**config.mk**
```make
export PLATFORM = sky130hd
export DESIGN_NAME = tcg_ctrl
export DESIGN_NICKNAME = d
export VERILOG_FILES = /design/src/sv/tcg_pkg.sv /design/src/sv/tcg_ctrl.sv
export SDC_FILE = /design/constraint.sdc
export NUM_CORES = 1
export LEC_CHECK = 0
export BUFFER_PORTS_ARGS = -buffer_cell sky130_fd_sc_hd__buf_4
export CAP_MARGIN = 20
export CORE_AREA = 2 2 39 41
export DETAILED_ROUTE_END_ITERATION = 8
export DIE_AREA = 0 0 41 43
export SLEW_MARGIN = 10
export SYNTH_ARGS = -nofsm -noshare
export SYNTH_HDL_FRONTEND = slang
export SYNTH_SLANG_ARGS = --single-unit
export TNS_END_PERCENT = 100
```
**constraint.sdc**
```tcl
create_clock -name clock -period 1.76 [get_ports clock]
set_input_delay 0.088 -clock clock [delete_from_list [all_inputs] [get_ports clock]]
set_output_delay 0.088 -clock clock [all_outputs]
set_load 0.1 [all_outputs]
```
**src/sv/tcg_pkg.sv**
```systemverilog
`default_nettype none
// ----------------------------------------------------------------------------
// tcg_pkg: shared types and constants of the text cell grid engine
// Operation and status codes, field widths, cell layout and the command and
// status groups that pass between the controller and the datapath.
// ----------------------------------------------------------------------------
package tcg_pkg;

   // field widths
   localparam int OP_W   = 2;
   localparam int ROW_W  = 8;
   localparam int COL_W  = 9;
   localparam int CHAR_W = 21;
   localparam int HL_W   = 16;
   localparam int REP_W  = 16;
   localparam int SROW_W = 9;
   localparam int SCOL_W = 9;
   localparam int ST_W   = 2;
   localparam int CSR_IDX_W  = 1;
   localparam int CSR_DATA_W = 9;

   // operation codes
   localparam logic [OP_W-1:0] OP_RUN    = 2'd0;
   localparam logic [OP_W-1:0] OP_SCROLL = 2'd1;
   localparam logic [OP_W-1:0] OP_CLEAR  = 2'd2;
   localparam logic [OP_W-1:0] OP_READ   = 2'd3;

   // result status codes
   localparam logic [ST_W-1:0] ST_DONE   = 2'd0;
   localparam logic [ST_W-1:0] ST_REJECT = 2'd1;
   localparam logic [ST_W-1:0] ST_UNSUP  = 2'd2;
   localparam logic [ST_W-1:0] ST_EMPTY  = 2'd3;

   // configuration register indexes
   localparam logic [CSR_IDX_W-1:0] REG_GRID_WIDTH  = 1'b0;
   localparam logic [CSR_IDX_W-1:0] REG_GRID_HEIGHT = 1'b1;

   // reset values of the configuration registers
   localparam logic [COL_W-1:0] GRID_WIDTH_RST  = 9'd80;
   localparam logic [ROW_W-1:0] GRID_HEIGHT_RST = 8'd24;

   // one stored cell
   typedef struct packed {
      logic [CHAR_W-1:0] ch;
      logic [HL_W-1:0]   hl;
   } cell_type;

   // controller to datapath
   typedef struct packed {
      logic accept;    // latch the incoming item
      logic decode;    // record status, set up cursor and scroll counters
      logic run_step;  // write one cell of a run
      logic sc_read;   // read scroll source cell
      logic sc_copy;   // write read cell to scroll target, advance
      logic sc_blank;  // blank scroll source cell, advance
      logic clr_step;  // blank one store entry
      logic rd_issue;  // read the addressed cell
      logic load_rsp;  // move the result into the output register
   } cmd_type;

   // datapath to controller
   typedef struct packed {
      logic [OP_W-1:0] op;
      logic go;         // item needs work beyond decode
      logic run_last;   // current run cell is the last one
      logic sc_tgt_ok;  // scroll target row lies on the grid
      logic sc_last;    // current scroll cell is the last one
      logic clr_last;   // sweep is at the last entry
      logic rsp_free;   // output register can take a result
   } sts_type;

endpackage
`default_nettype wire

```
**src/sv/tcg_ctrl.sv**
```systemverilog
`default_nettype none
// ----------------------------------------------------------------------------
// tcg_ctrl: sequencer of the text cell grid engine
// Runs the reset sweep, takes items, and steps run writes, scrolls, clears
// and reads through the datapath one store access per cycle.
// ----------------------------------------------------------------------------
module tcg_ctrl (
   input  logic             clock,
   input  logic             reset,
   input  logic             req_valid,
   output logic             req_ready,
   input  tcg_pkg::sts_type sts,
   output tcg_pkg::cmd_type cmd
);
   import tcg_pkg::*;

   localparam logic [2:0] S_INIT   = 3'd0;
   localparam logic [2:0] S_IDLE   = 3'd1;
   localparam logic [2:0] S_DECODE = 3'd2;
   localparam logic [2:0] S_RUN    = 3'd3;
   localparam logic [2:0] S_SC_RD  = 3'd4;
   localparam logic [2:0] S_SC_WR  = 3'd5;
   localparam logic [2:0] S_CLEAR  = 3'd6;
   localparam logic [2:0] S_DONE   = 3'd7;

   logic [2:0] state_ff;
   logic [2:0] state_in;

   // next state and commands
   always_comb begin
      state_in = state_ff;
      cmd      = '0;
      unique case (state_ff)
         S_INIT: begin
            cmd.clr_step = 1'b1;
            if (sts.clr_last) state_in = S_IDLE;
         end
         S_IDLE: begin
            if (req_valid) begin
               cmd.accept = 1'b1;
               state_in   = S_DECODE;
            end
         end
         S_DECODE: begin
            cmd.decode = 1'b1;
            unique case (sts.op)
               OP_RUN:    state_in = sts.go ? S_RUN : S_DONE;
               OP_SCROLL: state_in = sts.go ? S_SC_RD : S_DONE;
               OP_CLEAR:  state_in = S_CLEAR;
               OP_READ: begin
                  cmd.rd_issue = sts.go;
                  state_in     = S_DONE;
               end
            endcase
         end
         S_RUN: begin
            cmd.run_step = 1'b1;
            if (sts.run_last) state_in = S_DONE;
         end
         S_SC_RD: begin
            // copy takes a read and a write, blanking a single write
            if (sts.sc_tgt_ok) begin
               cmd.sc_read = 1'b1;
               state_in    = S_SC_WR;
            end else begin
               cmd.sc_blank = 1'b1;
               if (sts.sc_last) state_in = S_DONE;
            end
         end
         S_SC_WR: begin
            cmd.sc_copy = 1'b1;
            state_in    = sts.sc_last ? S_DONE : S_SC_RD;
         end
         S_CLEAR: begin
            cmd.clr_step = 1'b1;
            if (sts.clr_last) state_in = S_DONE;
         end
         S_DONE: begin
            if (sts.rsp_free) begin
               cmd.load_rsp = 1'b1;
               state_in     = S_IDLE;
            end
         end
         default: state_in = S_IDLE;
      endcase
   end

   // state register
   always_ff @(posedge clock) begin
      if (reset) begin
         state_ff <= S_INIT;
      end else begin
         state_ff <= state_in;
      end
   end

   assign req_ready = (state_ff == S_IDLE);

endmodule
`default_nettype wire

```
==> results.yml, run 1 <==
outcome:
  status: "finished, final reports clean"
clock_tree:
  clock_path_buffers: 2
  post_cts_resized: 0
  holdBufCountCts: 0
  clkSlewWorstSetupHoldPaths_ns: 0.04
  cts.htree.levels: 1
  cts_setup_buffers: 0
  cts_tree: "yes"
  cts_buffers: 3
  insertion_delay_ns: 0.23
  cts_root_buffer: "clkbuf_4"
  cts_sinks: 3
detailed_routing:
  drc: 0
  vias: 414
  ant_nets: 0
  wirelength_um: 953
  first_pass_iters: 3
  wl_per_cell_um: 11.5
  drt_iter0_markers: 2
  viasPerCell: 4.99
cells_and_area:
  layout-drive-gt1-share: 0.582
  num-fill-cells: 142
  fin_cells: 83
  final_nets: 79
  diodes: 0
  multiInputGateArea_sq_um: 330
  final_area_sq_um: 604
  top_regs: "state_ff: 3 flops"
  area_delta_synth_final_pct: 59.4
  seq_area_sq_um: 66.3
  regMostFlops: "state_ff"
  largest_register_ff_count: 3
  post-route-util: 0.437
synth:
  synth.top_cell.area_share: 0.158
  syn_avg_cell_area_sq_um: 8.07
  yosysWarningCount: 0
  ys_ff_latch: 3
  yosysTopAreaCell: "dfxtp_1"
  netlist_area_sq_um: 379
  synthCells: 47
  synth_area_leaders: "dfxtp_1 16%, buf_6 8.9%, mux2i_1 7.9%, mux4_2 5.9%, nor3_1 5.3%"
  synth_fp_nets: 58
  synth_cell_types: 29
  seq_area_frac_synth: 0.158
timing:
  hold_slack_ns: 0.0497
  tightest_slew_ns: 0.380
  fmax_mhz: 640
  rsz0062_at_grt: "no"
  final_hold_viol_count: 0
  relSlewSlack: 0.747
  drv_slew: 0
  layout_setup_ws_ns: 0.197
  min_period_ns: 1.56
  fin_crit_sh: 0.888
  setup_violations: 0
  fin_worst_skew_ns: 0.000144
  finalSetupTns_ns: 0
power:
  vdd_drop_max_uv: 803
  power.leakage_nw: 0.256
  powerDensity_mw_per_mm2: 2010
  fin_total_pwr_mw: 1.21
floorplan:
  start_util: 0.274
  chipWidth_um: 41
  die_h_um: 43
  pin_count: 21
  die_area_sq_mm: 0.00176
  core_sq_mm: 0.00138
  rows: 14
grt:
  grt_pass1_wl_mm: 1.55
  antenna_found_initial: 0
  busiest_layer: "met1"
  grt_max_degree: 17
  met3_usage: 0.0471
  grt-ovfl-total: 0
  gr-usage-met1: 0.180
  grtUsageTotal: 0.126
  grt_use_met2: 0.178
  grt_pass1_vias: 355
worst_setup_path:
  critPathMaxFanout: 12
  critPathArrivalTime_ns: 1.48
  cp_slowest_cell: "dfxtp_4"
  path_cells: "inv_2, nor3_4, and4_4, buf_4"
  worstSetupEndpointType: "output port"
  cp.required_ns: 1.67
  start_kind: "flip-flop"
  criticalPathCategory: "flip-flop to output port"
  max_stage_delay_ns: 0.45
placed_design:
  place_area_sq_um: 574
  dpl.cell_count: 79
  dp_hpwl_um: 746
  portBuffers: 20
  place_congestion: 0.753
  dpl_worst_slack_ns: 0.286
job:
  max-cap-violations: 0
worst_hold_path:
  hold_class: "input pin to flip-flop"
==> critical path, delay by kind of cell (launching register included) <==
kind                   cells  cell delay (ns)
and+or+nand+nor            2             0.38
DFF                        1             0.45
buffers and inverters      2             0.40
==> routing by layer <==
metal / vias to the layer above / share of wire
met3: 0 / 0.073
met4: 0 / 0
li1: 216 / -
met2: 15 / 0.44
met5: - / 0
met1: 183 / 0.49
==> cell families (layout without fill, tap and decap cells) <==
logic type      count (synthesis)  count (layout)  synth area share
xor+xnor                        1               1            0.0231
buf+inv                         7              27             0.139
simple gates                   23              23             0.356
flops                           3               3             0.158
compound gates                  9               9             0.185
mux                             4               4             0.139
==> synthesized netlist by cell type <==
cell type	number
nor2_1	4
nor3_1	4
buf_6	3
dfxtp_1	3
inv_1	3
mux2i_1	3
nand2_1	3
a21oi_1	2
nor3b_1	2
a211oi_1	1
a221oi_1	1
a311oi_1	1
a31o_2	1
and2_1	1
and3_1	1
and4_1	1
buf_4	1
mux4_2	1
nand3_1	1
nand3b_1	1
nor2b_1	1
nor2b_2	1
nor4b_1	1
nor4bb_1	1
o21ai_0	1
o21ai_1	1
o41ai_2	1
or3_1	1
xor2_1	1
==> cells in the final DEF (no fill, tap or decap), types with 2 or more instances in the layout <==
cell,n
inv_1,2
a21oi_1,2
nand2_1,3
nor3_1,3
mux2i_1,3
clkbuf_4,3
dfxtp_2,2
nor2_1,3
buf_4,20
==> final cells by class <==
| type | count | share of cell area |
|---|---|---|
| Multi-Input combinational cell | 37 | 0.547 |
| Tap cell | 16 | 0.0331 |
| Timing Repair Buffer | 20 | 0.248 |
| Sequential cell | 3 | 0.110 |
| Clock buffer | 4 | 0.0435 |
| Inverter | 3 | 0.0186 |
==> final timing paths <==
path                     from     endpoint  slack (ns)  cells past startpoint
hold reg to reg   state_ff[1]  state_ff[1]        0.61                      2
setup reg to reg  state_ff[0]  state_ff[1]        0.28                      3
setup / recovery  state_ff[1]       cmd[1]        0.20                      4
hold / removal          reset  state_ff[2]        0.05                      2
==> report_power, final <==
| part | switching [mW] | total [mW] | internal [mW] |
|---|---|---|---|
| sequential | 0.144 | 0.251 | 0.108 |
| combinational | 0.584 | 0.838 | 0.255 |
| clock | 0.0371 | 0.122 | 0.0851 |
| total | 0.764 | 1.21 | 0.447 |
Note: power is estimated with default switching activity, not from simulation.
==> run 2: changes to the inputs <==
--- a/config.mk
+++ b/config.mk
@@ -7,9 +7,11 @@
 export LEC_CHECK = 0
 export BUFFER_PORTS_ARGS = -buffer_cell sky130_fd_sc_hd__buf_4
 export CAP_MARGIN = 20
-export CORE_AREA = 2 2 39 41
+export CELL_PAD_IN_SITES_DETAIL_PLACEMENT = 1
+export CELL_PAD_IN_SITES_GLOBAL_PLACEMENT = 1
+export CORE_UTILIZATION = 28
 export DETAILED_ROUTE_END_ITERATION = 8
-export DIE_AREA = 0 0 41 43
+export PLACE_DENSITY_LB_ADDON = 0.1
 export SLEW_MARGIN = 10
 export SYNTH_ARGS = -nofsm -noshare
 export SYNTH_HDL_FRONTEND = slang
==> results.yml, run 2 (same netlist as run 1, synthesis figures left out) <==
outcome:
  status: "finished, final reports clean"
cells_and_area:
  top_regs: "state_ff: 3 flops"
  largest_register_ff_count: 3
  area_delta_synth_final_pct: 58.7
  mostFrequentLayoutCell: "buf_4"
  regMostFlops: "state_ff"
  final_nets: 79
  diodes: 0
  layout-drive-gt1-share: 0.582
grt:
  grt_pass1_vias: 435
  antenna_found_initial: 0
  grt_pass1_wl_mm: 1.81
  grtUsageTotal: 0.175
  grt_max_degree: 17
  grt-ovfl-total: 0
worst_setup_path:
  start_kind: "flip-flop"
  critPathMaxFanout: 12
  worstSetupEndpointType: "output port"
  critPathArrivalTime_ns: 1.49
  cp.required_ns: 1.67
  criticalPathCategory: "flip-flop to output port"
detailed_routing:
  wl_per_cell_um: 13.0
  vias: 428
  top_layer: "met4"
  wl_met2_um: 487
  drc: 0
  wirelength_mm: 1.06
  met3WireLength_um: 61
  viasPerCell: 5.28
  first_pass_iters: 4
  ant_nets: 0
  wl_met1_um: 497
  drt_iter0_markers: 9
floorplan:
  core_sq_mm: 0.00119
  die_area_sq_mm: 0.00151
  die_h_um: 38.8
  start_util: 0.320
  chipWidth_um: 38.8
  rows: 12
  pin_count: 21
power:
  powerDensity_mw_per_mm2: 2030
  vdd_drop_max_uv: 1380
  power.leakage_nw: 0.256
  fin_total_pwr_mw: 1.22
timing:
  min_period_ns: 1.58
  relSlewSlack: 0.743
  final_hold_viol_count: 0
  rsz0062_at_grt: "no"
  setup_violations: 0
  fin_crit_sh: 0.895
  fin_worst_skew_ns: 0.00526
  tightest_slew_ns: 0.385
  layout_setup_ws_ns: 0.184
  drv_slew: 0
  fmax_mhz: 635
placed_design:
  portBuffers: 20
  place_congestion: 0.705
  dpl_worst_slack_ns: 0.262
  dp_hpwl_um: 796
clock_tree:
  clkSlewWorstSetupHoldPaths_ns: 0.04
  cts_root_buffer: "clkbuf_4"
  clock_path_buffers: 2
  insertion_delay_ns: 0.24
  cts_setup_buffers: 0
  cts_tree: "yes"
  cts.htree.levels: 1
  cts_sinks: 3
  cts_buffers: 3
job:
  max-cap-violations: 0
worst_hold_path:
  hold_class: "input pin to flip-flop"
run 2: cell counts in the layout (fill, tap and decap cells not counted):
No cell type changed its count.
run 2: worst max-delay path, cell delays in order, from the launching register on:
cell,delay [ns]
dfxtp_4,0.45
inv_2,0.12
nor3_4,0.17
and4_4,0.23
buf_4,0.28
run 2: worst paths after layout:
| check | endpoint | cells past startpoint | slack, ns | startpoint |
|---|---|---|---|---|
| worst min-delay path | state_ff[2] | 2 | 0.05 | reset |
| worst max register to register | state_ff[1] | 4 | 0.24 | state_ff[0] |
| worst max-delay path | cmd[1] | 4 | 0.18 | state_ff[1] |
| worst min register to register | state_ff[1] | 2 | 0.63 | state_ff[1] |
run 2: power breakdown:
part	switching, mW	internal, mW
clock network	0.0399	0.0852
registers	0.144	0.108
logic	0.592	0.255
total	0.776	0.448
run 2: cell type report:
cell class / instances / area (sq um)
sequential: 3 / 66.3
multi-input combinational: 37 / 330
clock buffer: 4 / 26.3
tap: 14 / 17.5
fill: 154 / 584
inverter: 3 / 11.3
timing repair buffer: 20 / 150
run 2: repair_timing:
action / in CTS / in global routing
gates resized for setup: 0 / 2
hold buffers: 0 / 0
endpoints found under the setup margin: 0 / 3
run 2: layer usage:
metal / up-vias / global-route usage
met5: - / 0
met4: 0 / 0.0776
met3: 2 / 0.0347
met2: 18 / 0.271
met1: 194 / 0.231
li1: 214 / -
run 2: stage by stage:
stage	std cells	setup TNS, ns	util	area (sq um)	hold WS (ns)
2_1_floorplan	47	-0.925	-	449	0.167
3_3_place_gp	77	0	0.482	572	0.301
3_5_place_dp	77	0	0.482	572	0.305
4_1_cts	81	0	0.504	598	0.0561
5_1_grt	81	0	0.507	602	0.0432
6_report	81	0	0.507	602	0.0516
